## config.mk

```make
export PLATFORM = sky130hd
export DESIGN_NAME = utf8_whole_codepoint_match_length_flat
export DESIGN_NICKNAME = d
export VERILOG_FILES = /design/src/hw/rtl/u8cpml_pkg.sv /design/src/hw/rtl/u8cpml_if.sv /design/src/hw/rtl/utf8_whole_codepoint_match_length.sv /design/src/flat_wrapper.sv
export SDC_FILE = /design/constraint.sdc
export NUM_CORES = 1
export LEC_CHECK = 0
export BUFFER_PORTS_ARGS = -buffer_cell sky130_fd_sc_hd__buf_2
export CAP_MARGIN = 15
export CORE_ASPECT_RATIO = 0.5
export CORE_UTILIZATION = 46
export DETAILED_ROUTE_END_ITERATION = 6
export PLACE_DENSITY_LB_ADDON = 0.12
export SLEW_MARGIN = 10
export SYNTH_ARGS = -nofsm -noshare
export SYNTH_HDL_FRONTEND = slang
export SYNTH_SLANG_ARGS = --single-unit
```

## constraint.sdc

```tcl
create_clock -name clk -period 9.93 [get_ports clk]
set_clock_uncertainty 0.1 [all_clocks]
set_input_delay 1.4895 -clock clk [delete_from_list [all_inputs] [get_ports clk]]
set_output_delay 1.4895 -clock clk [all_outputs]
set_load 0.01 [all_outputs]
```

## src/hw/rtl/u8cpml_pkg.sv

```systemverilog
// u8cpml_pkg: widths, stop reason codes and lead byte decode for the
// utf8 whole code point match length block
// no dependencies
package u8cpml_pkg;

  localparam int BYTE_W              = 8;
  localparam int LIMIT_W             = 16;
  localparam int MATCH_W             = 16;
  localparam int REASON_W            = 2;
  localparam int CPLEN_W             = 3;
  localparam int LEFT_W              = 2;
  localparam int COUNT_WIDTH_DEFAULT = 16;

  localparam logic [LIMIT_W-1:0] LIMIT_RESET = 16'hffff;

  localparam logic [REASON_W-1:0] REASON_MISMATCH   = 2'd0;
  localparam logic [REASON_W-1:0] REASON_INVALID    = 2'd1;
  localparam logic [REASON_W-1:0] REASON_LIMIT      = 2'd2;
  localparam logic [REASON_W-1:0] REASON_DATA_ENDED = 2'd3;

  localparam logic [BYTE_W-1:0] MASK_1B = 8'h80;
  localparam logic [BYTE_W-1:0] MASK_2B = 8'he0;
  localparam logic [BYTE_W-1:0] LEAD_2B = 8'hc0;
  localparam logic [BYTE_W-1:0] MASK_3B = 8'hf0;
  localparam logic [BYTE_W-1:0] LEAD_3B = 8'he0;
  localparam logic [BYTE_W-1:0] MASK_4B = 8'hf8;
  localparam logic [BYTE_W-1:0] LEAD_4B = 8'hf0;

  // code point length from its lead byte, zero when invalid
  function automatic logic [CPLEN_W-1:0] lead_length(input logic [BYTE_W-1:0] lead);
    logic [CPLEN_W-1:0] len;
    if ((lead & MASK_1B) == '0) begin
      len = 3'd1;
    end else if ((lead & MASK_2B) == LEAD_2B) begin
      len = 3'd2;
    end else if ((lead & MASK_3B) == LEAD_3B) begin
      len = 3'd3;
    end else if ((lead & MASK_4B) == LEAD_4B) begin
      len = 3'd4;
    end else begin
      len = 3'd0;
    end
    return len;
  endfunction

endpackage

```

## src/hw/rtl/u8cpml_if.sv

```systemverilog
// u8cpml_in_if and u8cpml_out_if: valid/ready channels for byte pairs
// and match results
// depends on u8cpml_pkg
interface u8cpml_in_if;
  logic                             valid;
  logic                             ready;
  logic [u8cpml_pkg::BYTE_W-1:0]    byte_a;
  logic [u8cpml_pkg::BYTE_W-1:0]    byte_b;
  logic                             first;
  logic                             last;

  modport source (output valid, output byte_a, output byte_b, output first, output last,
                  input ready);
  modport sink   (input valid, input byte_a, input byte_b, input first, input last,
                  output ready);
endinterface

interface u8cpml_out_if;
  logic                             valid;
  logic                             ready;
  logic [u8cpml_pkg::MATCH_W-1:0]   match_bytes;
  logic [u8cpml_pkg::REASON_W-1:0]  stop_reason;

  modport source (output valid, output match_bytes, output stop_reason, input ready);
  modport sink   (input valid, input match_bytes, input stop_reason, output ready);
endinterface

```

## src/hw/rtl/utf8_whole_codepoint_match_length.sv

```systemverilog
// utf8_whole_codepoint_match_length: counts bytes matched in whole utf-8
// code points between two streams, up to a configured limit
// depends on u8cpml_pkg, u8cpml_in_if, u8cpml_out_if
//
//   channel   dir   payload                      handshake
//   pairs     in    byte_a, byte_b, first, last  valid/ready
//   result    out   match_bytes, stop_reason     valid/ready
//   limit     in    limit_data                   limit_we
//
// one item per cycle sustained while the result is not stalled; an accepted item
// passes through the input register and then the result register
// reset clears the comparison state and sets the limit to 65535
// a stalled result holds the item in the input register; ready drops only
// in reset or while both registers are full
module utf8_whole_codepoint_match_length #(
  parameter int COUNT_WIDTH = u8cpml_pkg::COUNT_WIDTH_DEFAULT
) (
  input  logic                           clk,
  input  logic                           rst,
  input  logic                           limit_we,
  input  logic [u8cpml_pkg::LIMIT_W-1:0] limit_data,
  u8cpml_in_if.sink                      pairs,
  u8cpml_out_if.source                   result
);
  import u8cpml_pkg::*;

  localparam int SUM_W = ((COUNT_WIDTH > LIMIT_W) ? COUNT_WIDTH : LIMIT_W) + 1;
  localparam logic [SUM_W-1:0] CAP = SUM_W'({COUNT_WIDTH{1'b1}});

  logic [LIMIT_W-1:0]     match_limit;
  logic                   active;
  logic [COUNT_WIDTH-1:0] committed_count;
  logic [CPLEN_W-1:0]     codepoint_length;
  logic [LEFT_W-1:0]      bytes_left;

  logic                   pair_valid;
  logic [BYTE_W-1:0]      pair_a;
  logic [BYTE_W-1:0]      pair_b;
  logic                   pair_first;
  logic                   pair_last;

  logic                   out_valid;
  logic [MATCH_W-1:0]     out_match;
  logic [REASON_W-1:0]    out_reason;

  logic                   advance;
  logic                   run;
  logic [SUM_W-1:0]       lim;
  logic [SUM_W-1:0]       cnt;
  logic [CPLEN_W-1:0]     cplen;
  logic [LEFT_W-1:0]      left;
  logic [CPLEN_W-1:0]     lead_len;

  logic                   done;
  logic [REASON_W-1:0]    reason;
  logic [SUM_W-1:0]       count_next;
  logic [CPLEN_W-1:0]     codepoint_length_next;
  logic [LEFT_W-1:0]      bytes_left_next;

  assign advance      = pair_valid && (!out_valid || result.ready);
  assign pairs.ready  = !rst && (!pair_valid || advance);

  assign result.valid       = out_valid;
  assign result.match_bytes = out_match;
  assign result.stop_reason = out_reason;

  // limit in force is capped by the count width
  assign lim      = (SUM_W'(match_limit) < CAP) ? SUM_W'(match_limit) : CAP;
  assign run      = pair_first || active;
  assign cnt      = pair_first ? '0 : SUM_W'(committed_count);
  assign cplen    = pair_first ? '0 : codepoint_length;
  assign left     = pair_first ? '0 : bytes_left;
  assign lead_len = lead_length(pair_a);

  always_comb begin
    done                  = 1'b0;
    reason                = REASON_MISMATCH;
    count_next            = cnt;
    codepoint_length_next = cplen;
    bytes_left_next       = left;
    if (left == '0) begin
      if (lead_len == '0) begin
        done   = 1'b1;
        reason = REASON_INVALID;
      end else if (cnt + SUM_W'(lead_len) > lim) begin
        done   = 1'b1;
        reason = REASON_LIMIT;
      end else if (pair_a != pair_b) begin
        done   = 1'b1;
        reason = REASON_MISMATCH;
      end else begin
        codepoint_length_next = lead_len;
        bytes_left_next       = LEFT_W'(lead_len - 3'd1);
      end
    end else if (pair_a != pair_b) begin
      done   = 1'b1;
      reason = REASON_MISMATCH;
    end else begin
      bytes_left_next = left - 2'd1;
    end
    if (!done && bytes_left_next == '0) begin
      count_next = cnt + SUM_W'(codepoint_length_next);
      if (count_next >= lim) begin
        done   = 1'b1;
        reason = REASON_LIMIT;
      end
    end
    if (!done && pair_last) begin
      done   = 1'b1;
      reason = REASON_DATA_ENDED;
    end
  end

  always_ff @(posedge clk) begin
    if (rst) begin
      match_limit      <= LIMIT_RESET;
      active           <= 1'b0;
      committed_count  <= '0;
      codepoint_length <= '0;
      bytes_left       <= '0;
      pair_valid       <= 1'b0;
      out_valid        <= 1'b0;
    end else begin
      if (limit_we) begin
        match_limit <= limit_data;
      end
      if (pairs.valid && pairs.ready) begin
        pair_valid <= 1'b1;
      end else if (advance) begin
        pair_valid <= 1'b0;
      end
      if (advance) begin
        out_valid <= run && done;
        if (run) begin
          active           <= !done;
          committed_count  <= COUNT_WIDTH'(count_next);
          codepoint_length <= done ? '0 : codepoint_length_next;
          bytes_left       <= done ? '0 : bytes_left_next;
        end
      end else if (result.ready) begin
        out_valid <= 1'b0;
      end
    end
  end

  // payload registers
  always_ff @(posedge clk) begin
    if (pairs.valid && pairs.ready) begin
      pair_a     <= pairs.byte_a;
      pair_b     <= pairs.byte_b;
      pair_first <= pairs.first;
      pair_last  <= pairs.last;
    end
    if (advance) begin
      out_match  <= MATCH_W'(count_next);
      out_reason <= reason;
    end
  end

endmodule

```

## src/flat_wrapper.sv

```systemverilog
// flat-port wrapper written by rule: the top's interface ports become plain ports
module utf8_whole_codepoint_match_length_flat import u8cpml_pkg::*;
#(
  parameter int COUNT_WIDTH = u8cpml_pkg::COUNT_WIDTH_DEFAULT
)
  (clk, rst, limit_we, limit_data, pairs_valid, pairs_byte_a, pairs_byte_b, pairs_first, pairs_last, pairs_ready, result_valid, result_match_bytes, result_stop_reason, result_ready);
  u8cpml_in_if pairs_i ();
  u8cpml_out_if result_i ();
  input  logic clk;
  input  logic rst;
  input  logic limit_we;
  input  logic [u8cpml_pkg::LIMIT_W-1:0] limit_data;
  input wire logic [$bits(pairs_i.valid)-1:0] pairs_valid;
  input wire logic [$bits(pairs_i.byte_a)-1:0] pairs_byte_a;
  input wire logic [$bits(pairs_i.byte_b)-1:0] pairs_byte_b;
  input wire logic [$bits(pairs_i.first)-1:0] pairs_first;
  input wire logic [$bits(pairs_i.last)-1:0] pairs_last;
  output wire logic [$bits(pairs_i.ready)-1:0] pairs_ready;
  output wire logic [$bits(result_i.valid)-1:0] result_valid;
  output wire logic [$bits(result_i.match_bytes)-1:0] result_match_bytes;
  output wire logic [$bits(result_i.stop_reason)-1:0] result_stop_reason;
  input wire logic [$bits(result_i.ready)-1:0] result_ready;
  assign pairs_i.valid = pairs_valid;
  assign pairs_i.byte_a = pairs_byte_a;
  assign pairs_i.byte_b = pairs_byte_b;
  assign pairs_i.first = pairs_first;
  assign pairs_i.last = pairs_last;
  assign pairs_ready = pairs_i.ready;
  assign result_valid = result_i.valid;
  assign result_match_bytes = result_i.match_bytes;
  assign result_stop_reason = result_i.stop_reason;
  assign result_i.ready = result_ready;
  utf8_whole_codepoint_match_length #(.COUNT_WIDTH(COUNT_WIDTH)) u_core (.clk(clk), .rst(rst), .limit_we(limit_we), .limit_data(limit_data), .pairs(pairs_i), .result(result_i));
endmodule
```

[After elaboration in Yosys (flattened, before gate mapping)]
Index checks and enable logic that the tools add are counted.
Storage, ports and cells
  flip-flop bits (word level): 76
  output and inout bits: 20
Operators by class
  $add $sub $neg: 4
  reductions and logical operators: 22
  multiplexer cells: 36
  equality and inequality tests: 4
  $lt $le $gt $ge: 3
Operators with widths (number)
  $mux W16: 3
  $add A16 B3 Y17: 2
  $mux W3: 10
  $mux W2: 12
  $ge A17 B16 Y1: 1
  $gt A17 B17 Y1: 1
  $lt A16 B16 Y1 const B: 1
  $mux W1: 11
  $logic_not A8 Y1: 1
  $ne A8 B8 Y1: 1
  $logic_and A1 B1 Y1: 6
  $logic_not A1 Y1: 6
  $eq A5 B5 Y1 const B: 1
  $eq A4 B4 Y1 const B: 1
  $logic_not A2 Y1: 2
  $reduce_bool A2 Y1: 2
  $sub A2 B1 Y2 const B: 2
  $eq A3 B3 Y1 const B: 1
  $logic_not A3 Y1: 1
  $logic_or A1 B1 Y1: 3
  $reduce_and A2 Y1: 1

[Logic depth before layout (Yosys ltp)]
Gate-level depths: netlist (run 1).
  word-level depth: 19
  gate-level depth with buffers: 38
  gate-level depth less buffers: 36

[Least setup slack after synthesis (run 1)]
OpenSTA, ideal clock, no wires.
  kind: register -> register
  start point: reg u_core.pair_first
  end point: reg u_core.codepoint_length[0]
  library setup time: 75 ps
  arrival time: 7382 ps
  stages on the path, launching flop included: 37
  slack: 2374 ps
  required time: 9755 ps
  period minus slack after synthesis: 7556 ps
  buffers on the path: 3
  cell sequence: edfxtp_1 > buf_2 > clkbuf_1 > nand2b_1 > inv_1 > ha_1 > a21o_1 > a21oi_1 > nor4_1 > nand3_1 > xor2_1 > nor2_1 > ha_1 > nand3_2 > or2_1 > or4_1 > o211ai_2 > and2_0 > buf_2 > nand3_1 > mux2i_1 > inv_1 > ha_1 > a21o_1 > a21oi_1 > or3_4 > nor3_4 > and3_1 > xnor2_1 > nor2_1 > ha_1 > a21oi_1 > o21ai_0 > a41oi_1 > nor3b_4 > or4_4 > o22ai_1
On the way
  word-level cells in the longest chain between the ends: 14
RTL lines
  from (decl): RTL line utf8_whole_codepoint_match_length.sv:39  | logic pair_first;
  from (signal assigned): RTL line utf8_whole_codepoint_match_length.sv:151  | pair_first <= pairs.first;
  $mux W16: RTL line utf8_whole_codepoint_match_length.sv:70  | assign cnt = pair_first ? '0 : SUM_W'(committed_count);
  $add A16 B3 Y17: RTL line utf8_whole_codepoint_match_length.sv:85  | end else if (cnt + SUM_W'(lead_len) > lim) begin
  $gt A17 B17 Y1: RTL line utf8_whole_codepoint_match_length.sv:85
  $mux W3: RTL line utf8_whole_codepoint_match_length.sv:85
  $mux W3: RTL line utf8_whole_codepoint_match_length.sv:82  | if (lead_len == '0) begin
  $mux W3: RTL line utf8_whole_codepoint_match_length.sv:81  | if (left == '0) begin
  $add A16 B3 Y17: RTL line utf8_whole_codepoint_match_length.sv:102  | count_next = cnt + SUM_W'(codepoint_length_next);
  $ge A17 B16 Y1: RTL line utf8_whole_codepoint_match_length.sv:103  | if (count_next >= lim) begin
  $mux W1: RTL line utf8_whole_codepoint_match_length.sv:103
  $mux W1: RTL line utf8_whole_codepoint_match_length.sv:101  | if (!done && bytes_left_next == '0) begin
  $logic_not A1 Y1: RTL line utf8_whole_codepoint_match_length.sv:108  | if (!done && pair_last) begin
  $logic_and A1 B1 Y1: RTL line utf8_whole_codepoint_match_length.sv:108
  $mux W1: RTL line utf8_whole_codepoint_match_length.sv:108
  $mux W3: RTL line utf8_whole_codepoint_match_length.sv:137  | codepoint_length <= done ? '0 : codepoint_length_next;
  to (signal assigned): RTL line utf8_whole_codepoint_match_length.sv:137
  to (decl): RTL line utf8_whole_codepoint_match_length.sv:33  | logic [CPLEN_W-1:0] codepoint_length;
Several ways; a longest one is shown, not always the timed one.
A chain may end at the register's enable or synchronous reset.

[Final worst setup path (run 1)]
  start point: reg u_core.pair_a[6]
  end point: reg u_core.codepoint_length[2]
On the way
  word-level cells in the longest chain between the ends: 18
RTL lines
  from (decl): RTL line utf8_whole_codepoint_match_length.sv:37  | logic [BYTE_W-1:0] pair_a;
  from (signal assigned): RTL line utf8_whole_codepoint_match_length.sv:149  | pair_a <= pairs.byte_a;
  $eq A5 B5 Y1: RTL line u8cpml_pkg.sv:38  | end else if ((lead & MASK_4B) == LEAD_4B) begin
  $mux W3: RTL line u8cpml_pkg.sv:38
  $mux W3: RTL line u8cpml_pkg.sv:36  | end else if ((lead & MASK_3B) == LEAD_3B) begin
  $mux W3: RTL line u8cpml_pkg.sv:34  | end else if ((lead & MASK_2B) == LEAD_2B) begin
  $mux W3: RTL line u8cpml_pkg.sv:32  | if ((lead & MASK_1B) == '0) begin
  $add A16 B3 Y17: RTL line utf8_whole_codepoint_match_length.sv:85
  $gt A17 B17 Y1: RTL line utf8_whole_codepoint_match_length.sv:85
  $mux W3: RTL line utf8_whole_codepoint_match_length.sv:85
  [2 not listed]
  $add A16 B3 Y17: RTL line utf8_whole_codepoint_match_length.sv:102
  $ge A17 B16 Y1: RTL line utf8_whole_codepoint_match_length.sv:103
  $mux W1: RTL line utf8_whole_codepoint_match_length.sv:103
  $mux W1: RTL line utf8_whole_codepoint_match_length.sv:101
  $logic_not A1 Y1: RTL line utf8_whole_codepoint_match_length.sv:108
  $logic_and A1 B1 Y1: RTL line utf8_whole_codepoint_match_length.sv:108
  $mux W1: RTL line utf8_whole_codepoint_match_length.sv:108
  $mux W3 *: RTL line utf8_whole_codepoint_match_length.sv:137
Mark *: on every way between the ends. The rest lies on a longest branch, timed or not.

==> out/metrics.csv, run 1 <==
metric;value;unit
worst hold path startpoint;u_core.codepoint_length[1]$_SDFFE_PP0P_;
count of flip-flops with a built-in enable after synthesis;36;
Clock Power Share;0.449;
quantity of I/O buffers inserted on ports;58;
number of warnings reported in the yosys synthesis log;0;
aggregate negative setup slack;0;ns
number of max-slew violations in the final report;0;
clock period minus final worst setup slack;8.55;ns
number of rows created at floorplan;26;
vias in the first global route;3654;
post-cts gate resize count;0;
share of the synthesized area in the top cell type;0.215;
startpoint class of the critical path;flip-flop;
most common flop cell mapped by yosys;dfxtp_1;
Iteration-0 DRC Markers;257;
Sequential Power Share;0.478;
routability congestion estimate from global placement;0.869;
clk sinks;76;
final antenna-violating net count;0;
total area of sequential cells;1880;um2
sequential-to-total area share from yosys stat;0.375;
share of power burned in combinational logic;0.074;
Distinct cells, synth;69;
Slew @ Worst Pin;1.11;ns
Max transition margin;0.260;
Cells after DPL;726;
wire length of the first global-routing pass;18800;um
First-pass DRT Iterations;5;
non-filler instance count after layout;742;
placed cell areas;5370;um2
total wire length after detailed routing;11800;um
largest fanout on the critical path;9;
Arrival @ worst endpoint;8.72;ns
RSZ-0062 raised after global routing;false;
pin count of the biggest net entering global routing;32;
Wirelength per Cell;16.0;um
Achievable Freq;117;MHz
Syn Area/Cell;9.06;um2
Via density;5.63;
Antenna Diode Count;0;
Num CTS Buffers;9;
top cell family by delay on the critical path;simple AND/OR/NAND/NOR gates;
Filler Cells Inserted;975;
DP HPWL;8950;um
maximum vdd drop;90.0;uV
commonest cells in the netlist;nand2_1, dfxtp_1, ha_1;
Die Footprint;11400;um2
minimum setup slack among reg-to-reg paths;1.38;ns
net load switching power;0.000165;W
NumNets Final;677;
buffer and inverter count on the worst path;2;
Crit Path Category;reg -> reg;
power per standard cell area;127;nW/um2
Vert. Die Dim;75.9;um
worst reg2reg startpoint;u_core.pair_a[6]$_DFFE_PP_;
top cells by area, synth;edfxtp_1, dfxtp_1, ha_1;
signed area change from the synthesized netlist to the final layout;12.7;%
final number of setup-violating endpoints;0;
I/O pin count;59;
worst-case hold slack;0.343;ns
P_leak;2.45;nW
result of the run;complete, no violations;
number of instances in the synthesized netlist;554;
number of failing hold endpoints at the final stage;0;
gr ovfl total;0;
cell depth of the worst flop-to-flop path;33;
switching part of the total;0.230;
most frequent cell after synthesis;nand2_1;
cell area after synthesis;5020;um2
Slowest cell on crit path;or4_4;
cell depth of the worst hold path;2;
later-pin clock latency in the skew report;0.34;ns
htree depth;3;
category of the worst setup path capture point;flip-flop;
cell repeated most along the worst path;ha_1;
root buffer selected by CTS;clkbuf_16;
detailed-route DRC error count;0;
delay of the slowest cell on the worst path;0.56;ns
largest area contributor in the netlist;edfxtp_1;
clock tree from TritonCTS;yes;
Post-Synthesis Net Count;634;
worst reg2reg path endpoint;u_core.codepoint_length[2]$_SDFFE_PP0P_;
part of the cycle the worst path needs;0.861;
capture endpoint of the worst hold path;u_core.codepoint_length[1]$_SDFFE_PP0P_;
overall global routing resource usage;0.222;
type of the most critical hold path;reg -> reg;
async set-or-reset flop fraction in the synthesized netlist;0;
cts hold-fix bufs;0;
fraction of final layout cells sized beyond drive strength 1;0.151;
data required time at the worst endpoint;10.10;ns
Finished Cell Area;5660;um2
Multi-input gate area;2890;um2
via count;4180;
number of buffers on the longest clock path;2;
Die X-Extent;150;um
area of the core region;10400;um2
Internal Pwr Total;0.000552;W
setup repair bufs after CTS;0;
antenna violations before repair;0;
count of state elements after synthesis;76;
clock slew at the register clock pins of the worst setup and hold paths;0.06;ns
number of violations of the max-capacitance limit;0;
Starting Density;0.482;
## worst register-to-register path, delay by kind of cell, from the launching register on
family	cells	cell delay, ns
simple gates	14	3.84
compound gates	10	2.01
fa+ha+maj	5	1.46
flops	1	0.44
mux	1	0.36
xor+xnor	1	0.15
buf+inv	2	0.14
## cells in the final DEF, fill, tap and decap left out, types with 3 or more instances in the layout
cell        n
nor3_1      5
a41oi_1     3
nor2_1     30
o41ai_1     3
nor2b_1    15
inv_1      30
nand2_1    66
nor4_1      3
xnor2_1    19
o21ai_1     4
clkbuf_16   9
or4_1       6
buf_4       3
buf_2      58
or3_1      13
mux2i_1     5
nand2b_1   10
dfxtp_1    40
nand4_1    12
nand3_1    21
a31oi_1    11
xor2_1     19
edfxtp_1   36
ha_1       39
o211ai_1   15
o21ai_0    27
a21o_1      8
and2_1      3
a21oi_1    31
## flip-flops by register name, summed over array words and instances (netlist names)
register and count:
u_core.match_limit 16, u_core.pair_b 8, u_core.bytes_left 2, u_core.pair_first 1
u_core.pair_a 8, u_core.codepoint_length 3, u_core.result.match_bytes 16, u_core.committed_count 16
u_core.pair_last 1, u_core.result.valid 1, u_core.result.stop_reason 2, u_core.pair_valid 1
u_core.active 1
## how the worst max path moves through the flow
stage | slack [ns] | depth (start not counted) | to | from
CTS | 1.46 | 33 | u_core.codepoint_length[2]$_SDFFE_PP0P_ | u_core.pair_a[6]$_DFFE_PP_
global placement | 1.70 | 33 | u_core.codepoint_length[0]$_SDFFE_PP0P_ | u_core.pair_a[6]$_DFFE_PP_
finish | 1.38 | 33 | u_core.codepoint_length[2]$_SDFFE_PP0P_ | u_core.pair_a[6]$_DFFE_PP_
detailed placement | 1.53 | 33 | u_core.codepoint_length[2]$_SDFFE_PP0P_ | u_core.pair_a[6]$_DFFE_PP_
global route | 0.89 | 33 | u_core.codepoint_length[0]$_SDFFE_PP0P_ | u_core.pair_a[6]$_DFFE_PP_
floorplan | 2.37 | 36 | u_core.codepoint_length[0]$_SDFFE_PP0P_ | u_core.pair_first$_DFFE_PP_
## cell type report
class                      instances  area share
clock inverter                     5     0.00973
clock buffer                      11      0.0411
inverter                          30      0.0199
multi-input combinational        419       0.510
timing repair buffer              61      0.0553
sequential                        76       0.333
tap                              140      0.0310
## per-layer routing
layer | wire length [um] | vias to the layer above | part of all wire | track usage
met2 | 5230 | 132 | 0.44 | 0.360
li1 | - | 2108 | - | -
met4 | 93 | 0 | 0.0079 | 0.0550
met1 | 5840 | 1932 | 0.49 | 0.299
met3 | 677 | 8 | 0.057 | 0.0575
met5 | 0 | - | 0 | 0
## per-stage QoR
stage | setup WS, ns | util | power, W
after floorplan | 2.37 | - | 0.000382
after global placement | 1.70 | 0.516 | 0.000402
after detailed placement | 1.53 | 0.516 | 0.000402
after CTS | 1.46 | 0.544 | 0.000725
after global routing | 0.888 | 0.544 | 0.000746
final | 1.38 | 0.544 | 0.000717
## cell families (layout without fill, tap and decap cells)
group,after synthesis,after routing,synth area share
AND/OR/NAND/NOR,207,207,0.223
AO/OA/AOI/OAI,128,128,0.170
flip-flops,76,76,0.375
buffers and inverters,59,107,0.0503
adder cells (fa/ha/maj),41,41,0.105
XOR/XNOR,38,38,0.0663
multiplexers,5,5,0.00997
## power by group through the flow
stage	Sequential (W)	Combinational (W)	Clock, W
after floorplan	0.000350	0.0000326	0
after global placement	0.000349	0.0000523	0
after detailed placement	0.000349	0.0000527	0
after CTS	0.000343	0.0000530	0.000329
after global routing	0.000344	0.0000599	0.000342
final	0.000343	0.0000528	0.000322
No activity file was read; power rests on OpenSTA's default activity.
==> inputs of run 2 (changes only) <==
Settings changed: CORE_UTILIZATION 46 to 59, SLEW_MARGIN 10 to 30, TNS_END_PERCENT set to 10.
==> run 2 against run 1 <==
Compared with the run above: clock power is 7.8% higher; power is 3.6% higher; flip-flop and latch count stayed put; final cell count is 3.8% lower; routed wire length is 1.6% higher; largest power group is now clock; setup slack worse by 0.11 ns; first-iteration DRC count is 34% higher; maximum frequency is 1.3% lower; global-route usage is 6.0 points higher; worst hold slack better by 0.0078 ns; design area is 0.20% lower; sequential share of layout area is 0.066 points higher; highest routed layer unchanged.
==> out/metrics.csv, run 2 (synthesis gave the netlist of run 1 again) <==
metric;value;unit
I/O pin count;59;
power per standard cell area;132;nW/um2
maximum vdd drop;128;uV
htree depth;3;
RSZ-0062 raised after global routing;false;
overall global routing resource usage;0.282;
clock period minus final worst setup slack;8.66;ns
delay of the slowest cell on the worst path;0.56;ns
Wirelength per Cell;16.8;um
part of the cycle the worst path needs;0.872;
number of violations of the max-capacitance limit;0;
Achievable Freq;115;MHz
commonest non-fill, non-tap cell in the layout;nand2_1;
NumNets Final;677;
startpoint class of the critical path;flip-flop;
cell repeated most along the worst path;ha_1;
Die X-Extent;132;um
number of max-slew violations in the final report;0;
cts hold-fix bufs;0;
post-layout util;0.696;
type of the most critical hold path;reg -> reg;
Num CTS Buffers;9;
wire length of the first global-routing pass;19200;um
category of the worst setup path capture point;flip-flop;
placed cell areas;5340;um2
via count;4295;
number of buffers on the longest clock path;2;
largest fanout on the critical path;9;
final antenna-violating net count;0;
later-pin clock latency in the skew report;0.34;ns
leading cell types in the layout, fill and taps excluded;nand2_1, buf_2, dfxtp_1;
switching part of the total;0.222;
Max transition margin;0.392;
aggregate negative setup slack;0;ns
Sequential Power Share;0.461;
quantity of I/O buffers inserted on ports;58;
Arrival @ worst endpoint;8.83;ns
setup repair bufs after CTS;0;
clock tree from TritonCTS;yes;
Slew @ Worst Pin;0.910;ns
Clock Power Share;0.467;
Iteration-0 DRC Markers;345;
gr ovfl total;0;
data required time at the worst endpoint;10.10;ns
routability congestion estimate from global placement;0.940;
root buffer selected by CTS;clkbuf_16;
Internal Pwr Total;0.000578;W
signed area change from the synthesized netlist to the final layout;12.5;%
Vert. Die Dim;67.2;um
DP HPWL;8930;um
Die Footprint;8900;um2
total wire length after detailed routing;12000;um
number of rows created at floorplan;23;
P_leak;2.47;nW
Via density;6.02;
area of the core region;8120;um2
net load switching power;0.000165;W
Crit Path Category;reg -> reg;
final number of setup-violating endpoints;0;
antenna violations before repair;0;
Slowest cell on crit path;or4_4;
First-pass DRT Iterations;5;
result of the run;complete, no violations;
Starting Density;0.619;
number of failing hold endpoints at the final stage;0;
vias in the first global route;3911;
clock slew at the register clock pins of the worst setup and hold paths;0.06;ns
post-cts gate resize count;0;
Antenna Diode Count;0;
share of power burned in combinational logic;0.071;
fraction of final layout cells sized beyond drive strength 1;0.153;
clk sinks;76;
pin count of the biggest net entering global routing;40;
Finished Cell Area;5650;um2
detailed-route DRC error count;0;
-- run 2: changes by cell type in the layout (fill, tap and decap cells not counted) --
cell        delta
clkinv_2       +1
clkinvlp_4     -1
clkinv_1       -1
bufinv_16      +1
-- run 2: critical path: cells and delay by family (launching register included) --
family | cells | cell delay [ns]
DFF | 1 | 0.44
AOI/OAI and AO/OA | 10 | 2.01
adders and majority gates | 5 | 1.53
muxes | 1 | 0.38
and+or+nand+nor | 14 | 3.84
buffers and inverters | 2 | 0.15
xor gates and xnor gates | 1 | 0.14
-- run 2: path summary, 6_finish.rpt --
path / slack, ns / startpoint / cells past startpoint / endpoint
setup / recovery: 1.27 / u_core.pair_a[6]$_DFFE_PP_ / 33 / u_core.codepoint_length[0]$_SDFFE_PP0P_
hold / removal: 0.35 / u_core.codepoint_length[1]$_SDFFE_PP0P_ / 2 / u_core.codepoint_length[1]$_SDFFE_PP0P_
setup reg to reg: 1.27 / u_core.pair_a[6]$_DFFE_PP_ / 33 / u_core.codepoint_length[0]$_SDFFE_PP0P_
hold reg to reg: 0.35 / u_core.codepoint_length[1]$_SDFFE_PP0P_ / 2 / u_core.codepoint_length[1]$_SDFFE_PP0P_
-- run 2: area by class of cell --
cell class,instances,area (um2)
Sequential cell,76,1880
Clock buffer,11,233
Inverter,30,113
Multi-Input combinational cell,419,2890
Clock inverter,5,78.8
Fill cell,676,2470
Timing Repair Buffer,61,313
Tap cell,112,140
-- run 2: power groups by stage --
| stage | registers (W) | clock network, W | logic, W |
|---|---|---|---|
| after floorplan | 0.000350 | 0 | 0.0000326 |
| after global placement | 0.000349 | 0 | 0.0000514 |
| after detailed placement | 0.000350 | 0 | 0.0000523 |
| after CTS | 0.000343 | 0.000351 | 0.0000528 |
| after global routing | 0.000344 | 0.000362 | 0.0000593 |
| final | 0.000343 | 0.000347 | 0.0000531 |
-- run 2: metal layers --
layer,share of wire,routed length (um),up-vias,global-route usage
li1,-,-,2096,-
met2,0.45,5390,153,0.474
met4,0.014,174,0,0.0862
met5,0,0,-,0
met3,0.068,813,19,0.0826
met1,0.47,5660,2027,0.357
-- run 2: through the flow --
step / hold slack (ns) / worst slack, ns / power, W / instances
2_1_floorplan: 0.321 / 2.37 / 0.000382 / 554
3_3_place_gp: 0.337 / 1.71 / 0.000400 / 698
3_5_place_dp: 0.343 / 1.48 / 0.000402 / 698
4_1_cts: 0.350 / 1.36 / 0.000746 / 714
5_1_grt: 0.370 / 0.834 / 0.000765 / 714
6_report: 0.351 / 1.27 / 0.000743 / 714
